==> config.mk <==
export PLATFORM = sky130hd
export DESIGN_NAME = indexed_list_store
export DESIGN_NICKNAME = d
export VERILOG_FILES = /design/src/rtl/core/ils_pkg.sv /design/src/rtl/core/ils_cell.sv /design/src/rtl/core/indexed_list_store.sv
export SDC_FILE = /design/constraint.sdc
export NUM_CORES = 1
export LEC_CHECK = 0
export BUFFER_PORTS_ARGS = -buffer_cell sky130_fd_sc_hd__clkbuf_2
export CORE_MARGIN = 3
export CORE_UTILIZATION = 64
export CTS_CLUSTER_DIAMETER = 120
export DETAILED_ROUTE_END_ITERATION = 7
export GPL_TIMING_DRIVEN = 0
export PLACE_DENSITY = 0.81
export SLEW_MARGIN = 10
export SYNTH_ARGS = -nofsm -noshare
export SYNTH_HDL_FRONTEND = slang
export SYNTH_HIERARCHICAL = 1
export SYNTH_SLANG_ARGS = --single-unit
==> constraint.sdc <==
create_clock -name clk -period 11.04 [get_ports clk]
set_clock_uncertainty 0.05 [all_clocks]
set_input_delay 2.208 -clock clk [delete_from_list [all_inputs] [get_ports clk]]
set_output_delay 2.208 -clock clk [all_outputs]
set_load 0.02 [all_outputs]
==> src/rtl/core/ils_pkg.sv <==
// ils_pkg: shared types for the indexed list store
// holds the shift command that the top level broadcasts to the row of cells
// no dependencies

package ils_pkg;

    // shift command broadcast to every cell of the row
    typedef enum logic [1:0] {
        SHIFT_HOLD,
        SHIFT_INSERT,
        SHIFT_REMOVE
    } shift_op_t;

    // one cycle's command to the cell row
    typedef struct packed {
        shift_op_t op;
        logic      hit_en;
    } cell_ctrl_t;

endpackage

==> src/rtl/core/ils_cell.sv <==
// ils_cell: one storage cell of the list shift row
// holds one data word, shifts from its lower or upper neighbor, taps out on a hit
// depends on ils_pkg

module ils_cell #(
    parameter int INDEX      = 0,
    parameter int IW         = 5,
    parameter int DATA_WIDTH = 32
) (
    input  logic                  clk,
    input  ils_pkg::cell_ctrl_t   ctrl,
    input  logic [IW-1:0]         target,
    input  logic [DATA_WIDTH-1:0] word,
    input  logic [DATA_WIDTH-1:0] lower,
    input  logic [DATA_WIDTH-1:0] upper,
    output logic [DATA_WIDTH-1:0] data,
    output logic [DATA_WIDTH-1:0] tap
);

    localparam logic [IW-1:0] IDX = IW'(INDEX);

    logic [DATA_WIDTH-1:0] data_reg;
    logic [DATA_WIDTH-1:0] data_next;

    // next word from the shift command
    always_comb
    begin
        data_next = data_reg;
        unique case (ctrl.op)
            ils_pkg::SHIFT_HOLD:
            begin
                data_next = data_reg;
            end
            ils_pkg::SHIFT_INSERT:
            begin
                priority if (IDX > target)
                    data_next = lower;
                else if (IDX == target)
                    data_next = word;
                else
                    data_next = data_reg;
            end
            ils_pkg::SHIFT_REMOVE:
            begin
                if (IDX >= target)
                    data_next = upper;
            end
            default:
            begin
                data_next = data_reg;
            end
        endcase
    end

    // word storage, no reset needed
    always_ff @(posedge clk)
    begin
        data_reg <= data_next;
    end

    // neighbor output and gated read tap
    assign data = data_reg;
    assign tap  = (ctrl.hit_en && (IDX == target)) ? data_reg : '0;

endmodule

==> src/rtl/core/indexed_list_store.sv <==
// indexed_list_store: bounded ordered list kept in a row of shifting cells
// top level with command decode, entry count and registered result word
// depends on ils_pkg and ils_cell
//
// Usage: the input channel (in_valid, in_stall) takes one command word per
// accepted cycle: mode, position and value. The output channel (out_valid,
// out_stall) returns exactly one result word per command: read_data,
// entry_count and error, in command order.
// The result is registered in the output register when the command is
// accepted. Throughput: one command per cycle while in_stall is low; every cell decides from its
// own index and the broadcast target in the same cycle, and the read word is
// an OR over the cell taps.
// Reset: rst_n (asynchronous, active low) empties the list and the output
// register. Cell contents stay undefined until written, but a cell is only
// read below the entry count.
// Stall: while a result waits under out_stall, in_stall is raised and the
// result holds; with out_stall low a new command is taken every cycle.
// Refused commands (full list, bad position, empty list) leave the list
// unchanged and return error 1 with read_data zero.

module indexed_list_store #(
    parameter int CAPACITY   = 16,
    parameter int DATA_WIDTH = 32
) (
    input  logic        clk,
    input  logic        rst_n,
    input  logic        in_valid,
    output logic        in_stall,
    input  logic [2:0]  mode,
    input  logic [4:0]  position,
    input  logic [31:0] value,
    output logic        out_valid,
    input  logic        out_stall,
    output logic [31:0] read_data,
    output logic [4:0]  entry_count,
    output logic        error
);

    localparam int IW   = $clog2(CAPACITY + 1);
    localparam int CMPW = (IW > 5) ? IW : 5;

    typedef enum logic [2:0] {
        MODE_APPEND,
        MODE_PREPEND,
        MODE_INSERT,
        MODE_REMOVE_AT,
        MODE_REMOVE_FIRST,
        MODE_REMOVE_LAST,
        MODE_READ,
        MODE_CLEAR
    } mode_t;

    logic [IW-1:0]           count_reg;
    logic [IW-1:0]           count_next;
    logic                    out_valid_reg;
    logic [31:0]             read_data_reg;
    logic [4:0]              entry_count_reg;
    logic                    error_reg;

    logic                    accept;
    logic                    full;
    logic                    empty;
    logic [CMPW-1:0]         pos_c;
    logic [CMPW-1:0]         cnt_c;
    logic [IW-1:0]           pos_i;
    ils_pkg::shift_op_t      op;
    logic                    rd_en;
    logic                    err;
    logic [IW-1:0]           target;
    ils_pkg::cell_ctrl_t     ctrl;
    logic [DATA_WIDTH+31:0]  value_wide;
    logic [DATA_WIDTH-1:0]   word;
    logic [DATA_WIDTH-1:0]   cell_data [CAPACITY];
    logic [DATA_WIDTH-1:0]   cell_tap  [CAPACITY];
    logic [DATA_WIDTH-1:0]   rd_any;
    logic [DATA_WIDTH+31:0]  rd_wide;
    logic [IW+4:0]           count_wide;

    // handshake
    assign in_stall = out_valid_reg && out_stall;
    assign accept   = in_valid && !in_stall;

    // operand forms
    assign full       = (count_reg == IW'(CAPACITY));
    assign empty      = (count_reg == '0);
    assign pos_c      = CMPW'(position);
    assign cnt_c      = CMPW'(count_reg);
    assign pos_i      = pos_c[IW-1:0];
    assign value_wide = (DATA_WIDTH + 32)'(value);
    assign word       = value_wide[DATA_WIDTH-1:0];

    // command decode
    always_comb
    begin
        op         = ils_pkg::SHIFT_HOLD;
        rd_en      = 1'b0;
        err        = 1'b0;
        target     = '0;
        count_next = count_reg;
        unique case (mode_t'(mode))
            MODE_APPEND:
            begin
                if (full)
                    err = 1'b1;
                else
                begin
                    op         = ils_pkg::SHIFT_INSERT;
                    target     = count_reg;
                    count_next = count_reg + IW'(1);
                end
            end
            MODE_PREPEND:
            begin
                if (full)
                    err = 1'b1;
                else
                begin
                    op         = ils_pkg::SHIFT_INSERT;
                    count_next = count_reg + IW'(1);
                end
            end
            MODE_INSERT:
            begin
                if (full || (pos_c > cnt_c))
                    err = 1'b1;
                else
                begin
                    op         = ils_pkg::SHIFT_INSERT;
                    target     = pos_i;
                    count_next = count_reg + IW'(1);
                end
            end
            MODE_REMOVE_AT:
            begin
                if (pos_c >= cnt_c)
                    err = 1'b1;
                else
                begin
                    op         = ils_pkg::SHIFT_REMOVE;
                    rd_en      = 1'b1;
                    target     = pos_i;
                    count_next = count_reg - IW'(1);
                end
            end
            MODE_REMOVE_FIRST:
            begin
                if (empty)
                    err = 1'b1;
                else
                begin
                    op         = ils_pkg::SHIFT_REMOVE;
                    rd_en      = 1'b1;
                    count_next = count_reg - IW'(1);
                end
            end
            MODE_REMOVE_LAST:
            begin
                if (empty)
                    err = 1'b1;
                else
                begin
                    op         = ils_pkg::SHIFT_REMOVE;
                    rd_en      = 1'b1;
                    target     = count_reg - IW'(1);
                    count_next = count_reg - IW'(1);
                end
            end
            MODE_READ:
            begin
                if (pos_c >= cnt_c)
                    err = 1'b1;
                else
                begin
                    rd_en  = 1'b1;
                    target = pos_i;
                end
            end
            MODE_CLEAR:
            begin
                count_next = '0;
            end
        endcase
    end

    // broadcast to the cell row only on an accepted word
    assign ctrl.op     = accept ? op : ils_pkg::SHIFT_HOLD;
    assign ctrl.hit_en = rd_en;

    // row of cells, each wired to its neighbors
    for (genvar i = 0; i < CAPACITY; i++)
    begin : g_cell
        logic [DATA_WIDTH-1:0] lower;
        logic [DATA_WIDTH-1:0] upper;

        if (i == 0)
        begin : g_first
            assign lower = cell_data[i];
        end
        else
        begin : g_mid_lo
            assign lower = cell_data[i-1];
        end

        if (i == CAPACITY - 1)
        begin : g_last
            assign upper = cell_data[i];
        end
        else
        begin : g_mid_hi
            assign upper = cell_data[i+1];
        end

        ils_cell #(
            .INDEX      (i),
            .IW         (IW),
            .DATA_WIDTH (DATA_WIDTH)
        ) u_cell (
            .clk    (clk),
            .ctrl   (ctrl),
            .target (target),
            .word   (word),
            .lower  (lower),
            .upper  (upper),
            .data   (cell_data[i]),
            .tap    (cell_tap[i])
        );
    end

    // read word: at most one cell tap is nonzero
    always_comb
    begin
        rd_any = '0;
        for (int i = 0; i < CAPACITY; i++)
        begin
            rd_any = rd_any | cell_tap[i];
        end
    end

    assign rd_wide    = (DATA_WIDTH + 32)'(rd_any);
    assign count_wide = (IW + 5)'(count_next);

    // entry count
    always_ff @(posedge clk or negedge rst_n)
    begin
        if (!rst_n)
            count_reg <= '0;
        else if (accept)
            count_reg <= count_next;
    end

    // output valid
    always_ff @(posedge clk or negedge rst_n)
    begin
        if (!rst_n)
            out_valid_reg <= 1'b0;
        else if (accept)
            out_valid_reg <= 1'b1;
        else if (!out_stall)
            out_valid_reg <= 1'b0;
    end

    // output payload
    always_ff @(posedge clk)
    begin
        if (accept)
        begin
            read_data_reg   <= rd_wide[31:0];
            entry_count_reg <= count_wide[4:0];
            error_reg       <= err;
        end
    end

    assign out_valid   = out_valid_reg;
    assign read_data   = read_data_reg;
    assign entry_count = entry_count_reg;
    assign error       = error_reg;

endmodule

======== Yosys cells after proc, flatten, opt, wreduce, memory -nomap -nowiden ========
Index checks and enable logic that the tools add are counted.
cells by class
  $add $sub $neg .......................... 2
  magnitude comparators ................... 33
  equal/unequal tests ..................... 57
  mux-type cells .......................... 104
  bitwise logic cells ..................... 15
  reductions and logical operators ........ 44
operators by type and width
  kind                count
  $mux 32             63
  $pmux 32 s2         15
  $or 32x32->32       15
  $ne 3x1->1 const B  14
  $reduce_and 3->1    14
  $eq 4x5->1 const A  8
  $gt 4x5->1 const A  8
  $mux 5              8
  $ge 4x5->1 const A  7
  $ne 2x1->1 const B  17
  $pmux 5 s5          1
  $eq 3x5->1 const A  4
  $ge 3x5->1 const A  4
  $gt 3x5->1 const A  4
  $pmux 5 s4          1
  $logic_and 1x1->1   18
  $eq 3x3->1 const B  4
  $eq 2x5->1 const A  2
  $ge 1x5->1 const A  2
  $ge 2x5->1 const A  2
  $gt 1x5->1 const A  2
  $gt 2x5->1 const A  2
  $logic_not 5->1     2
  $mux 1              10
  22 further kinds    28
word-level totals
  flip-flop bits (word level) ............. 556
  input port bits ......................... 44
  output and inout bits ................... 40

======== Depth between registers and ports, before layout ========
  depth in word-level cells ............... 22
  gate-level depth with buffers ........... 16

======== Modules after synthesis ========
The synthesis kept the hierarchy.
by module, submodules not included
  module                         times used  cells each  area an instance (um2)
  indexed_list_store             1           354         3315.7
  ils_cell at g_cell[8].u_cell   1           261         2519.9
  ils_cell at g_cell[4].u_cell   1           238         2462.4
  ils_cell at g_cell[9].u_cell   1           227         2212.1
  ils_cell at g_cell[13].u_cell  1           222         2165.8
  ils_cell at g_cell[11].u_cell  1           227         2088.3
  ils_cell at g_cell[1].u_cell   1           221         2067.0
  ils_cell at g_cell[5].u_cell   1           224         2018.2
  ils_cell at g_cell[0].u_cell   1           151         2004.4
  ils_cell at g_cell[14].u_cell  1           216         1921.8
  ils_cell at g_cell[2].u_cell   1           180         1910.6
  ils_cell at g_cell[6].u_cell   1           180         1906.8
  ils_cell at g_cell[7].u_cell   1           215         1899.3
  ils_cell at g_cell[10].u_cell  1           151         1896.8
  +3 rows                        --          --          --

======== Least setup slack after synthesis ========
Ideal clock, no wire load.
  path kind ............................... input to register
  start point ............................. input position[4]
  end point ............................... register g_cell[0].u_cell.data_reg[0] (enable)
  library setup time ...................... 0.503 ns
  arrival time ............................ 8.635 ns
  data required time ...................... 10.487 ns
  slack ................................... 1.852 ns
  stages on the path ...................... 10
  path through ............................ ha_1 nand4_1 o221a_2 o21ai_1 nand2_1 nand2_1 o211ai_1 or3_4 buf_6 nor4_1
between the ends
  elaborated cells between the ends (all ways) .. 20
RTL lines
  item                                                RTL line                   RTL
  start: declaration                                  indexed_list_store.sv:30   input logic [4:0] position,
  $gt 5x5->1                                          indexed_list_store.sv:124  if (full || (pos_c > cnt_c))
  $logic_or 1x1->1                                    indexed_list_store.sv:124
  $mux 5                                              indexed_list_store.sv:124
  $pmux 5 s4 *                                        indexed_list_store.sv:100  unique case (mode_t'(mode))
  named net target[2]                                 indexed_list_store.sv:69   logic [IW-1:0] target;
  $ge 1x5->1 (tied with other cells)                  ils_cell.sv:45             if (IDX >= target)
  $ne 2x1->1 (no line) or $ne 2x2->1 (tied branches)  --
  $reduce_and 4->1 (no line) *                        --
  end signal: assignment                              ils_cell.sv:58             data_reg <= data_next;
  end: declaration                                    ils_cell.sv:22             logic [DATA_WIDTH-1:0] data_reg;
The timed path passes the listed nets; every way through them passes the cells marked *.
A chain may end at the register's enable or synchronous reset.

==> flow_summary.ini <==
[setup_path]
critical_path_buf_inv_count = 7
path_class = primary input to flop
cp-start-kind = primary input
critPathMaxStageDelay_ns = 0.91
path_delay_family = simple AND/OR/NAND/NOR gates
crit_chain = clkbuf_2, ha_1, a21oi_1, o221ai_2, o21bai_1, nand2_1, nand2_1, o211ai_1, buf_4, buf_4, buf_4, buf_4, buf_4, nor4_4, and3_1, buf_2, and2_1, nor4_1, nand4_1
cp_common_cell = buf_4
arrival_ns = 7.29
worstPathMaxFanout = 10
end_kind = flop
r2r_slack_ns = 4.94
cp_slowest_cell = nor4_1
critical_path_required_ns = 11.27

[finish]
layout_commonest_cell = edfxtp_1
multi_input_area_um2 = 17400
nFillCells = 4192
final_area_um2 = 40100
nets = 3965
areaGrowthSynthToFinish_pct = 11.5
drive_gt1_frac = 0.158
largest_reg_flops = 512
utilization = 0.724
regArea_um2 = 16700
most-common-layout-cells = edfxtp_1 (550), nand2_1 (499), and2_1 (442)

[cts]
clk_pin_slew_ns = 0.06
cts_sinks = 556
cts_resized = 0
cts_made_buffers = 61
postCtsSetupBuffers = 0
clockRootBuffer = clkbuf_16
cts-hold-fix-buffers = 0
insertion_delay_ns = 0.66
htreeDepth = 2
tritoncts = yes
cts_max_path_buffers = 3

[synthesis]
synth_nets = 3766
ys_types = 100
synth.avg_cell_area_um2 = 9.69
seq_area_frac_synth = 0.463
synthFlopType = edfxtp_1
async_flop_share = 0.0108
netlist_instances = 3713
ys_top_cells_by_area = edfxtp_1 (46%), and2_1 (7.7%), a31oi_1 (5.6%)
synth_largest_area_cell = edfxtp_1
synth-seq-cells = 556
syn_area_um2 = 36000
yosysTopAreaCellShare = 0.459
synth_edf_count = 550
ys_warn_count = 6

[floorplanning]
dieArea_um2 = 59100
fp.dieW_um = 243
rows = 86
ios = 84
die_h_um = 243
floorplan.initialDensity = 0.650
core_um2 = 55400

[timing]
slew_violations = 0
rsz0062_at_grt = no
final_hold_viol_count = 0
worstMarginPinSlew_ns = 1.24
slew_headroom = 0.175
finalCritPeriodShare = 0.639
period_needed_ns = 7.06
whs_ns = 0.488
setup_viol = 0
max_freq_ghz = 0.142

[global_route]
grt_usage = 0.385
grt_pass1_wl_um = 174000
grt-ovfl-total = 0
antenna_found_initial = 3
grt_pass1_vias = 29251
grt_max_degree = 51

[placed_design]
portBuffers = 83
gp_congestion = 0.986
dpl.hpwl_um = 93700
dpl_cell_area_um2 = 38200

[run_status]
outcome = complete, no violations

[detailed_routing]
avgRoutedWirePerCell_um = 24.9
detail_route.first_pass.iterations = 6
vias = 30933
antenna_left = 0
via_per_inst = 6.57
drcViolationCount = 0
wl_um = 117000
dr.first_iter.drc_count = 4061

[power]
totalPowerFinal_mw = 9.27
p_leak_nw = 14.7
vdd_drop_max_uv = 219
powerDensity_nw_per_um2 = 231

[run]
cap_viol_max_count = 0

[min_path]
hold_path.class = flop to flop
==> power by group <==
group / switching [mW] / internal [mW] / total (mW)
Sequential: 0.296 / 3.04 / 3.34
Combinational: 2.44 / 1.52 / 3.96
Clock: 0.855 / 1.12 / 1.98
Total: 3.60 / 5.68 / 9.27
==> synthesized netlist by cell type, drive strengths merged, types with 65 or more instances <==
cell    number
a21oi       82
a31oi      323
and2       450
buf        182
clkbuf     155
edfxtp     550
mux2i       65
nand2      500
nand3b      66
nand4       67
nor2       338
nor3b       68
nor4       168
o211ai     100
o21ai      142
==> routing by layer <==
layer,GRT usage,share of wire
met1,0.522,0.38
met2,0.613,0.45
met3,0.0577,0.12
met4,0.185,0.052
met5,0,0.00011
==> worst paths after layout <==
| check | depth (start not counted) | to | startpoint |
|---|---|---|---|
| max in group asynchronous | 1 | cnt_c[3] | rst_n |
| max reg2reg | 20 | read_data[3] | cnt_c[4] |
| min in group asynchronous | 1 | cnt_c[0] | rst_n |
| min | 2 | out_valid | out_valid |
| min reg2reg | 2 | out_valid | out_valid |
| max | 19 | read_data[3] | position[2] |
==> worst min-delay path, stage by stage (launching register included) <==
cell      delay, ns
dfrtp_1        0.35
nand2_1        0.08
nand2b_1       0.07
==> cell families (layout without fill, tap and decap cells) <==
logic type / after synthesis / count (layout) / synth area share
buffers and inverters: 383 / 632 / 0.0591
xor gates and xnor gates: 10 / 10 / 0.00243
adders and majority gates: 9 / 9 / 0.00313
and+or+nand+nor: 1895 / 1895 / 0.297
DFF: 556 / 556 / 0.463
other: 0 / 1 / 0
AOI/OAI and AO/OA: 762 / 762 / 0.147
muxes: 98 / 98 / 0.0284
==> cell type report <==
| class | count | share of cell area |
|---|---|---|
| Antenna cell | 1 | 0.0000624 |
| Buffer | 337 | 0.0487 |
| Clock buffer | 82 | 0.0418 |
| Clock inverter | 31 | 0.00555 |
| Inverter | 46 | 0.00430 |
| Multi-Input combinational cell | 2774 | 0.434 |
| Sequential cell | 556 | 0.415 |
| Tap cell | 748 | 0.0233 |
| Timing Repair Buffer | 136 | 0.0268 |
==> stage by stage <==
stage          setup TNS [ns]  std cells  setup slack, ns
6_report                    0       4711             3.98
5_1_grt                     0       4711             3.93
4_1_cts                     0       4710             4.22
3_5_place_dp                0       4597             3.59
3_3_place_gp          -813.37       4544            -3.10
2_1_floorplan               0       3713             1.85
Power figures use the tool's default switching activity.
